$ cat config.mk
export PLATFORM = sky130hd
export DESIGN_NAME = point_light_vertex_shade_top
export DESIGN_NICKNAME = d
export VERILOG_FILES = /design/src/design/plvs_pkg.sv /design/src/design/plvs_dist.sv /design/src/design/plvs_div.sv /design/src/design/plvs_shade.sv /design/src/design/point_light_vertex_shade_top.sv
export SDC_FILE = /design/constraint.sdc
export NUM_CORES = 2
export LEC_CHECK = 0
export BUFFER_PORTS_ARGS = -buffer_cell sky130_fd_sc_hd__buf_2
export CAP_MARGIN = 20
export CORE_MARGIN = 5
export CORE_UTILIZATION = 52
export CTS_CLUSTER_DIAMETER = 40
export DETAILED_ROUTE_END_ITERATION = 12
export PLACE_DENSITY = 0.71
export SYNTH_ARGS = -nofsm -noshare
export SYNTH_HDL_FRONTEND = slang
export SYNTH_SLANG_ARGS = --single-unit
$ cat constraint.sdc
create_clock -name clk -period 30.3 [get_ports clk]
set_clock_uncertainty 0.05 [all_clocks]
set_input_delay 0 -clock clk [delete_from_list [all_inputs] [get_ports clk]]
set_output_delay 0 -clock clk [all_outputs]
set_load 0.01 [all_outputs]
$ cat src/design/plvs_pkg.sv
// ============================================================================
// plvs_pkg
// Shared constants, register codes and pipeline item types for the point
// light vertex shading pipeline.
// ============================================================================
package plvs_pkg;

    localparam int COORD_BITS     = 16;
    localparam int WEIGHT_BITS    = 8;
    localparam int DIFF_BITS      = 16;
    localparam int CH_BITS        = 8;
    localparam int NUM_CH         = 4;
    localparam int NUM_AXES       = 3;
    localparam int RANGE_BITS     = 32;
    localparam int COLOR_BITS     = NUM_CH * CH_BITS;
    localparam int SQ_BITS        = 2 * DIFF_BITS;
    localparam int SUM_BITS       = SQ_BITS + 2;
    localparam int CFG_INDEX_BITS = 3;
    localparam int CFG_DATA_BITS  = 32;

    typedef enum logic [CFG_INDEX_BITS-1:0] {
        REG_LIGHT_X      = 3'd0,
        REG_LIGHT_Y      = 3'd1,
        REG_LIGHT_Z      = 3'd2,
        REG_RANGE_SQUARE = 3'd3,
        REG_LIGHT_COLOR  = 3'd4
    } cfg_reg_t;

    // element NUM_CH-1 is red, element 0 is alpha
    typedef logic [NUM_CH-1:0][CH_BITS-1:0] color_t;

    typedef struct packed {
        logic                  in_range;
        logic [RANGE_BITS-1:0] d2;
        color_t                acc;
    } dist_item_t;

    typedef struct packed {
        logic                   in_range;
        logic [WEIGHT_BITS:0]   weight;
        color_t                 acc;
    } weight_item_t;

endpackage

$ cat src/design/plvs_dist.sv
// ============================================================================
// plvs_dist
// Three-stage squared distance: axis magnitudes, squares, sum and range test.
// ============================================================================
module plvs_dist (
    input  logic                                      clk,
    input  logic                                      rst_n,
    input  logic                                      adv,
    input  logic                                      in_valid,
    input  logic signed [plvs_pkg::COORD_BITS-1:0]    px,
    input  logic signed [plvs_pkg::COORD_BITS-1:0]    py,
    input  logic signed [plvs_pkg::COORD_BITS-1:0]    pz,
    input  plvs_pkg::color_t                          acc,
    input  logic signed [plvs_pkg::COORD_BITS-1:0]    light_x,
    input  logic signed [plvs_pkg::COORD_BITS-1:0]    light_y,
    input  logic signed [plvs_pkg::COORD_BITS-1:0]    light_z,
    input  logic [plvs_pkg::RANGE_BITS-1:0]           range_square,
    output logic                                      out_valid,
    output plvs_pkg::dist_item_t                      out_item
);

    logic signed [plvs_pkg::COORD_BITS-1:0] p_coord [plvs_pkg::NUM_AXES];
    logic signed [plvs_pkg::COORD_BITS-1:0] l_coord [plvs_pkg::NUM_AXES];
    logic signed [plvs_pkg::COORD_BITS:0]   diff [plvs_pkg::NUM_AXES];
    logic [plvs_pkg::COORD_BITS:0]          mag [plvs_pkg::NUM_AXES];
    logic [plvs_pkg::NUM_AXES-1:0]          far_axis;

    logic [plvs_pkg::DIFF_BITS-1:0]         mag_reg [plvs_pkg::NUM_AXES];
    logic                                   far1_reg;
    plvs_pkg::color_t                       acc1_reg;
    logic                                   v1_reg;

    logic [plvs_pkg::SQ_BITS-1:0]           sq_reg [plvs_pkg::NUM_AXES];
    logic                                   far2_reg;
    plvs_pkg::color_t                       acc2_reg;
    logic                                   v2_reg;

    logic [plvs_pkg::SUM_BITS-1:0]          d2_sum;
    plvs_pkg::dist_item_t                   item_next;
    plvs_pkg::dist_item_t                   item_reg;
    logic                                   v3_reg;

    assign p_coord[0] = px;
    assign p_coord[1] = py;
    assign p_coord[2] = pz;
    assign l_coord[0] = light_x;
    assign l_coord[1] = light_y;
    assign l_coord[2] = light_z;

    always_comb
    begin
        for (int i = 0; i < plvs_pkg::NUM_AXES; i++)
        begin
            diff[i] = {p_coord[i][plvs_pkg::COORD_BITS-1], p_coord[i]}
                    - {l_coord[i][plvs_pkg::COORD_BITS-1], l_coord[i]};
            mag[i]  = diff[i][plvs_pkg::COORD_BITS] ? unsigned'(-diff[i])
                                                    : unsigned'(diff[i]);
            far_axis[i] = (mag[i] >> plvs_pkg::DIFF_BITS) != '0;
        end
    end

    assign d2_sum = plvs_pkg::SUM_BITS'(sq_reg[0]) + plvs_pkg::SUM_BITS'(sq_reg[1])
                  + plvs_pkg::SUM_BITS'(sq_reg[2]);

    always_comb
    begin
        item_next.in_range = !far2_reg && (d2_sum < plvs_pkg::SUM_BITS'(range_square));
        item_next.d2       = d2_sum[plvs_pkg::RANGE_BITS-1:0];
        item_next.acc      = acc2_reg;
    end

    always_ff @(posedge clk or negedge rst_n)
    begin
        if (!rst_n)
        begin
            v1_reg <= 1'b0;
            v2_reg <= 1'b0;
            v3_reg <= 1'b0;
        end
        else if (adv)
        begin
            v1_reg <= in_valid;
            v2_reg <= v1_reg;
            v3_reg <= v2_reg;
        end
    end

    always_ff @(posedge clk)
    begin
        if (adv)
        begin
            for (int i = 0; i < plvs_pkg::NUM_AXES; i++)
            begin
                mag_reg[i] <= plvs_pkg::DIFF_BITS'(mag[i]);
                sq_reg[i]  <= plvs_pkg::SQ_BITS'(mag_reg[i] * mag_reg[i]);
            end
            far1_reg <= |far_axis;
            acc1_reg <= acc;
            far2_reg <= far1_reg;
            acc2_reg <= acc1_reg;
            item_reg <= item_next;
        end
    end

    assign out_valid = v3_reg;
    assign out_item  = item_reg;

endmodule

$ cat src/design/plvs_div.sv
// ============================================================================
// plvs_div
// Restoring divider, one quotient bit per stage, giving the falloff weight
// 2^WEIGHT_BITS - floor(2^WEIGHT_BITS * d2 / range_square).
// ============================================================================
module plvs_div (
    input  logic                              clk,
    input  logic                              rst_n,
    input  logic                              adv,
    input  logic                              in_valid,
    input  plvs_pkg::dist_item_t              in_item,
    input  logic [plvs_pkg::RANGE_BITS-1:0]   range_square,
    output logic                              out_valid,
    output plvs_pkg::weight_item_t            out_item
);

    localparam int W  = plvs_pkg::WEIGHT_BITS;
    localparam int RB = plvs_pkg::RANGE_BITS;

    logic [RB-1:0]        rem_src [W];
    logic [W-1:0]         q_src [W];
    logic                 inside_src [W];
    plvs_pkg::color_t     acc_src [W];
    logic                 v_src [W];

    logic [RB-1:0]        rem_reg [W];
    logic [W-1:0]         q_reg [W];
    logic                 inside_reg [W];
    plvs_pkg::color_t     acc_reg [W];
    logic [W-1:0]         v_reg;

    for (genvar k = 0; k < W; k++)
    begin : g_stage
        logic [RB:0]   rem2;
        logic          ge;
        logic [RB-1:0] rem_next;
        logic [W-1:0]  q_next;

        if (k == 0)
        begin : g_first
            assign rem_src[k]    = in_item.d2;
            assign q_src[k]      = '0;
            assign inside_src[k] = in_item.in_range;
            assign acc_src[k]    = in_item.acc;
            assign v_src[k]      = in_valid;
        end
        else
        begin : g_rest
            assign rem_src[k]    = rem_reg[k-1];
            assign q_src[k]      = q_reg[k-1];
            assign inside_src[k] = inside_reg[k-1];
            assign acc_src[k]    = acc_reg[k-1];
            assign v_src[k]      = v_reg[k-1];
        end

        assign rem2     = {rem_src[k], 1'b0};
        assign ge       = rem2 >= {1'b0, range_square};
        assign rem_next = ge ? RB'(rem2 - {1'b0, range_square}) : RB'(rem2);
        assign q_next   = {q_src[k][W-2:0], ge};

        always_ff @(posedge clk or negedge rst_n)
        begin
            if (!rst_n)
            begin
                v_reg[k] <= 1'b0;
            end
            else if (adv)
            begin
                v_reg[k] <= v_src[k];
            end
        end

        always_ff @(posedge clk)
        begin
            if (adv)
            begin
                rem_reg[k]    <= rem_next;
                q_reg[k]      <= q_next;
                inside_reg[k] <= inside_src[k];
                acc_reg[k]    <= acc_src[k];
            end
        end
    end

    assign out_valid         = v_reg[W-1];
    assign out_item.in_range = inside_reg[W-1];
    assign out_item.weight   = {1'b1, {W{1'b0}}} - {1'b0, q_reg[W-1]};
    assign out_item.acc      = acc_reg[W-1];

endmodule

$ cat src/design/plvs_shade.sv
// ============================================================================
// plvs_shade
// Scale the light colour by the weight, add to the gathered colour for in-range
// items and saturate; the second stage is the output register.
// ============================================================================
module plvs_shade (
    input  logic                              clk,
    input  logic                              rst_n,
    input  logic                              adv,
    input  logic                              in_valid,
    input  plvs_pkg::weight_item_t            in_item,
    input  plvs_pkg::color_t                  light_color,
    output logic                              out_valid,
    output plvs_pkg::color_t                  out_color,
    output logic                              out_lit
);

    localparam int CB = plvs_pkg::CH_BITS;
    localparam int W  = plvs_pkg::WEIGHT_BITS;
    localparam int PB = CB + W + 1;

    logic [PB-1:0]        prod [plvs_pkg::NUM_CH];
    logic [CB:0]          add_reg [plvs_pkg::NUM_CH];
    logic                 inside_reg;
    plvs_pkg::color_t     acc_reg;
    logic                 v1_reg;

    logic [CB+1:0]        sum [plvs_pkg::NUM_CH];
    plvs_pkg::color_t     color_next;
    plvs_pkg::color_t     color_reg;
    logic                 lit_reg;
    logic                 v2_reg;

    always_comb
    begin
        for (int i = 0; i < plvs_pkg::NUM_CH; i++)
        begin
            prod[i] = PB'(light_color[i]) * PB'(in_item.weight);
            sum[i]  = (CB+2)'(acc_reg[i]) + (CB+2)'(add_reg[i]);
            if (!inside_reg)
            begin
                color_next[i] = acc_reg[i];
            end
            else if (sum[i] > (CB+2)'({CB{1'b1}}))
            begin
                color_next[i] = {CB{1'b1}};
            end
            else
            begin
                color_next[i] = sum[i][CB-1:0];
            end
        end
    end

    always_ff @(posedge clk or negedge rst_n)
    begin
        if (!rst_n)
        begin
            v1_reg <= 1'b0;
            v2_reg <= 1'b0;
        end
        else if (adv)
        begin
            v1_reg <= in_valid;
            v2_reg <= v1_reg;
        end
    end

    always_ff @(posedge clk)
    begin
        if (adv)
        begin
            for (int i = 0; i < plvs_pkg::NUM_CH; i++)
            begin
                add_reg[i] <= prod[i][PB-1:W];
            end
            inside_reg <= in_item.in_range;
            acc_reg    <= in_item.acc;
            color_reg  <= color_next;
            lit_reg    <= inside_reg;
        end
    end

    assign out_valid = v2_reg;
    assign out_color = color_reg;
    assign out_lit   = lit_reg;

endmodule

$ cat src/design/point_light_vertex_shade_top.sv
// ============================================================================
// point_light_vertex_shade_top
// Point light with quadratic falloff: adds the weighted light colour to a
// gathered RGBA colour when the point lies inside the light's range.
//
// Channel   Signals                              Direction
// input     in_valid/in_ready, px py pz acc_*    into block
// output    out_valid/out_ready, out_* lit       out of block
// config    cfg_we, cfg_index, cfg_data          into block, write only
//
// One transaction per cycle sustained while the output is not stalled; items
// pass distance, the weight divider's eight quotient-bit stages and shading.
// Reset clears valid bits and all configuration registers to zero.
// A stall at the output freezes every stage together; in_ready follows.
// ============================================================================
module point_light_vertex_shade_top (
    input  logic                                      clk,
    input  logic                                      rst_n,
    input  logic                                      in_valid,
    output logic                                      in_ready,
    input  logic signed [plvs_pkg::COORD_BITS-1:0]    px,
    input  logic signed [plvs_pkg::COORD_BITS-1:0]    py,
    input  logic signed [plvs_pkg::COORD_BITS-1:0]    pz,
    input  logic [plvs_pkg::CH_BITS-1:0]              acc_r,
    input  logic [plvs_pkg::CH_BITS-1:0]              acc_g,
    input  logic [plvs_pkg::CH_BITS-1:0]              acc_b,
    input  logic [plvs_pkg::CH_BITS-1:0]              acc_a,
    output logic                                      out_valid,
    input  logic                                      out_ready,
    output logic [plvs_pkg::CH_BITS-1:0]              out_r,
    output logic [plvs_pkg::CH_BITS-1:0]              out_g,
    output logic [plvs_pkg::CH_BITS-1:0]              out_b,
    output logic [plvs_pkg::CH_BITS-1:0]              out_a,
    output logic                                      lit,
    input  logic                                      cfg_we,
    input  logic [plvs_pkg::CFG_INDEX_BITS-1:0]       cfg_index,
    input  logic [plvs_pkg::CFG_DATA_BITS-1:0]        cfg_data
);

    logic signed [plvs_pkg::COORD_BITS-1:0] light_x_reg;
    logic signed [plvs_pkg::COORD_BITS-1:0] light_y_reg;
    logic signed [plvs_pkg::COORD_BITS-1:0] light_z_reg;
    logic [plvs_pkg::RANGE_BITS-1:0]        range_square_reg;
    logic [plvs_pkg::COLOR_BITS-1:0]        light_color_reg;

    logic                                   adv;
    plvs_pkg::color_t                       acc_in;
    logic                                   dist_valid;
    plvs_pkg::dist_item_t                   dist_item;
    logic                                   div_valid;
    plvs_pkg::weight_item_t                 div_item;
    plvs_pkg::color_t                       out_color;

    always_ff @(posedge clk or negedge rst_n)
    begin
        if (!rst_n)
        begin
            light_x_reg      <= '0;
            light_y_reg      <= '0;
            light_z_reg      <= '0;
            range_square_reg <= '0;
            light_color_reg  <= '0;
        end
        else if (cfg_we)
        begin
            case (plvs_pkg::cfg_reg_t'(cfg_index))
                plvs_pkg::REG_LIGHT_X:
                    light_x_reg <= cfg_data[plvs_pkg::COORD_BITS-1:0];
                plvs_pkg::REG_LIGHT_Y:
                    light_y_reg <= cfg_data[plvs_pkg::COORD_BITS-1:0];
                plvs_pkg::REG_LIGHT_Z:
                    light_z_reg <= cfg_data[plvs_pkg::COORD_BITS-1:0];
                plvs_pkg::REG_RANGE_SQUARE:
                    range_square_reg <= cfg_data[plvs_pkg::RANGE_BITS-1:0];
                plvs_pkg::REG_LIGHT_COLOR:
                    light_color_reg <= cfg_data[plvs_pkg::COLOR_BITS-1:0];
                default:
                    ;
            endcase
        end
    end

    assign adv      = !out_valid || out_ready;
    assign in_ready = adv;
    assign acc_in   = {acc_r, acc_g, acc_b, acc_a};

    plvs_dist u_dist (
        .clk          (clk),
        .rst_n        (rst_n),
        .adv          (adv),
        .in_valid     (in_valid),
        .px           (px),
        .py           (py),
        .pz           (pz),
        .acc          (acc_in),
        .light_x      (light_x_reg),
        .light_y      (light_y_reg),
        .light_z      (light_z_reg),
        .range_square (range_square_reg),
        .out_valid    (dist_valid),
        .out_item     (dist_item)
    );

    plvs_div u_div (
        .clk          (clk),
        .rst_n        (rst_n),
        .adv          (adv),
        .in_valid     (dist_valid),
        .in_item      (dist_item),
        .range_square (range_square_reg),
        .out_valid    (div_valid),
        .out_item     (div_item)
    );

    plvs_shade u_shade (
        .clk         (clk),
        .rst_n       (rst_n),
        .adv         (adv),
        .in_valid    (div_valid),
        .in_item     (div_item),
        .light_color (plvs_pkg::color_t'(light_color_reg)),
        .out_valid   (out_valid),
        .out_color   (out_color),
        .out_lit     (lit)
    );

    assign out_r = out_color[3];
    assign out_g = out_color[2];
    assign out_b = out_color[1];
    assign out_a = out_color[0];

    // hold every stage while the output is stalled
    a_stall_freezes: assert property (@(posedge clk) disable iff (!rst_n)
        !adv |=> $stable({dist_valid, div_valid, out_valid}))
        else $error("pipeline valid bits moved during a stall");

    a_out_rises_on_advance: assert property (@(posedge clk) disable iff (!rst_n)
        $rose(out_valid) |-> $past(adv))
        else $error("output became valid without an advance");

    a_accept_needs_room: assert property (@(posedge clk) disable iff (!rst_n)
        in_valid && in_ready && out_valid |-> out_ready)
        else $error("transaction accepted while output held");

endmodule

==> metrics.yaml <==
finalSetupViolCount: 0
cts_tree: "built"
wire_per_inst_um: 19.1
cts_buffer_depth: 3
period_share_pct: 25.1
fmax_mhz: 132
die_area_sq_mm: 0.168
rsz0062_at_grt: "no"
drive_gt1_share_pct: 8.99
clkLatencyLatePin_ns: 0.80
grt_max_degree: 183
core_sq_mm: 0.158
via_per_inst: 5.60
postSynthAreaPerCell_sq_um: 10.9
synth-main-ff-cell: "edfxtp_1"
final_cell_mix: "inv_1 (1037), edfxtp_1 (898), ha_1 (861)"
hp-class: "primary input to register"
ios: 155
synth.distinct_cells: 86
seq_area_frac_synth_pct: 36.3
yosysWarnings: 0
clock-root-buffer: "clkbuf_16"
grt_pass1_vias: 60200
numCtsBuffers: 163
antenna_found_initial: 14
async_flop_share_pct: 12.2
start_util_pct: 52.3
grt_overflow_total: 0
status: "completed"
fin_nets: 9644
layout_commonest_cell: "inv_1"
drc: 0
gp_congestion: 0.927
grt_pass1_wl_um: 315000
clkTransAtPathRegs_ns: 0.05
die_h_um: 409
vias: 57200
track_usage_pct: 23.5
worstMarginPinSlew_ns: 1.10
clock_sinks: 1023
dieWidth_um: 409
synth_area_sq_mm: 0.0829
numPortBuffers: 154
relSlewSlack_pct: 26.8
required_ns: 30.88
synth_edf_count: 898
cp-start-kind: "register"
drv_cap: 0
r2r_setup_slack_ns: 22.71
drt_wl_total_um: 196000
largest_reg_flops: 256
end_kind: "register"
finalSetupTns_ns: 0
ant_nets: 0
critical_path_class: "register to register"
post-dp-hpwl_um: 146000
first_iter_violations: 3980
finalHoldViolations: 0
h-tree-depth: 4
syn2layout_area_growth_pct: 12.9
drv_slew: 0
arrival_ns: 8.18
post-route-min-period_ns: 7.59
ys_ff_latch: 1023
synth_cells: 7625
critPathMaxFanout: 14
firstDrtPassIters: 6
row_count: 146
syn-num-nets: 9278
==> critical path, stage by stage, from the launching register on <==
cell and delay, ns:
edfxtp_1 0.65, inv_1 0.29, nor2_1 0.30, fa_1 0.46
inv_1 0.08, fa_1 0.45, fa_1 0.52, inv_1 0.06
fa_1 0.53, inv_1 0.05, fa_1 0.45, fa_1 0.53
inv_1 0.05, ha_1 0.35, a21o_1 0.20, a21oi_1 0.23
o211ai_1 0.14, a31oi_1 0.40, o21ai_0 0.28, a2111oi_1 0.54
o31a_1 0.26, or4b_1 0.46, o211ai_1 0.11
==> path summary, 6_finish.rpt <==
kind | from | end | depth (start not counted)
setup / recovery | u_dist.mag_reg[0][36] | u_dist.sq_reg[0][93] | 22
hold / removal | pz[12] | u_dist.mag_reg[0][45] | 6
setup reg to reg | u_dist.mag_reg[0][36] | u_dist.sq_reg[0][93] | 22
hold reg to reg | u_div.acc_reg[3][0] | u_div.acc_reg[4][0] | 0
max in group asynchronous | rst_n | light_z_reg[7] | 5
min in group asynchronous | rst_n | u_shade.v1_reg | 4
==> synth_stat cells, types with 9 or more instances <==
library cell | n | area share [%]
nor2b_1 | 77 | 0.58
o22a_1 | 34 | 0.36
a211oi_1 | 42 | 0.38
o31ai_1 | 24 | 0.22
fa_1 | 672 | 16
nand3_1 | 94 | 0.57
a31o_2 | 14 | 0.15
a21o_1 | 171 | 1.5
a31oi_1 | 46 | 0.35
and2_1 | 337 | 2.5
o21bai_1 | 57 | 0.52
or2_2 | 17 | 0.13
buf_1 | 21 | 0.095
a21boi_0 | 12 | 0.11
o21a_1 | 89 | 0.81
o21ai_1 | 11 | 0.066
a211o_1 | 10 | 0.11
nor3_1 | 88 | 0.53
and4_1 | 9 | 0.095
xnor2_1 | 323 | 3.4
nor4_1 | 26 | 0.20
nor2_1 | 425 | 1.9
a311oi_1 | 10 | 0.11
o31a_1 | 12 | 0.13
buf_2 | 11 | 0.066
ha_1 | 861 | 13
mux2i_1 | 16 | 0.19
edfxtp_1 | 898 | 33
and3_1 | 40 | 0.30
xor2_1 | 139 | 1.5
o211ai_1 | 25 | 0.23
nor3b_1 | 9 | 0.081
nand4_1 | 34 | 0.26
or3_1 | 28 | 0.21
o21ai_0 | 253 | 1.5
dfrtp_1 | 125 | 3.8
nand2_1 | 547 | 2.5
inv_1 | 1037 | 4.7
a21oi_1 | 421 | 2.5
clkbuf_1 | 148 | 0.67
mux2_2 | 196 | 2.7
nand2b_1 | 62 | 0.47
==> cell families after synthesis <==
| logic type | count (synthesis) | share of synthesized area, % |
|---|---|---|
| DFF | 1023 | 36.3 |
| adders and majority gates | 1533 | 29.2 |
| and+or+nand+nor | 1827 | 10.7 |
| muxes | 212 | 2.86 |
| xor gates and xnor gates | 462 | 4.88 |
| AOI/OAI and AO/OA | 1344 | 10.4 |
| buffers and inverters | 1224 | 5.59 |
==> final cells by class <==
| class | count | area, sq um |
|---|---|---|
| clock inverter | 116 | 1410 |
| timing repair buffer | 387 | 3090 |
| multi-input combinational | 5378 | 48300 |
| fill | 12700 | 64700 |
| antenna | 18 | 45.0 |
| tap | 2072 | 2590 |
| sequential | 1023 | 30100 |
| clock buffer | 185 | 4250 |
| inverter | 1038 | 3900 |
==> metrics by stage <==
stage	utilization (%)	worst slack, ns	instances	area [sq um]	hold WS [ns]
after global routing	59.1	22.18	10200	93600	0.0383
after detailed placement	54.3	22.75	9707	86000	-0.0587
final	59.1	22.71	10200	93600	0.0585
after floorplan	-	1.93	7625	82900	-0.346
after CTS	59.1	22.72	10200	93500	0.00372
after global placement	54.3	22.84	9706	86000	-0.0644
==> what timing repair did <==
item	CTS	global route
hold buffers	189	0
endpoints found under the hold margin	321	0
setup buffers	0	0
resized for setup	0	0
==> routing by layer <==
layer / share of wire [%] / GRT usage, % / vias up
met5: 0.017 / 0 / -
met4: 4.1 / 9.84 / 4
met3: 5.5 / 3.77 / 414
met2: 49 / 40.7 / 1559
met1: 41 / 29.3 / 28300
li1: - / - / 27000
Power is not shown: default switching activity piles up to over one toggle a cycle in this logic, so the estimate is an artifact.
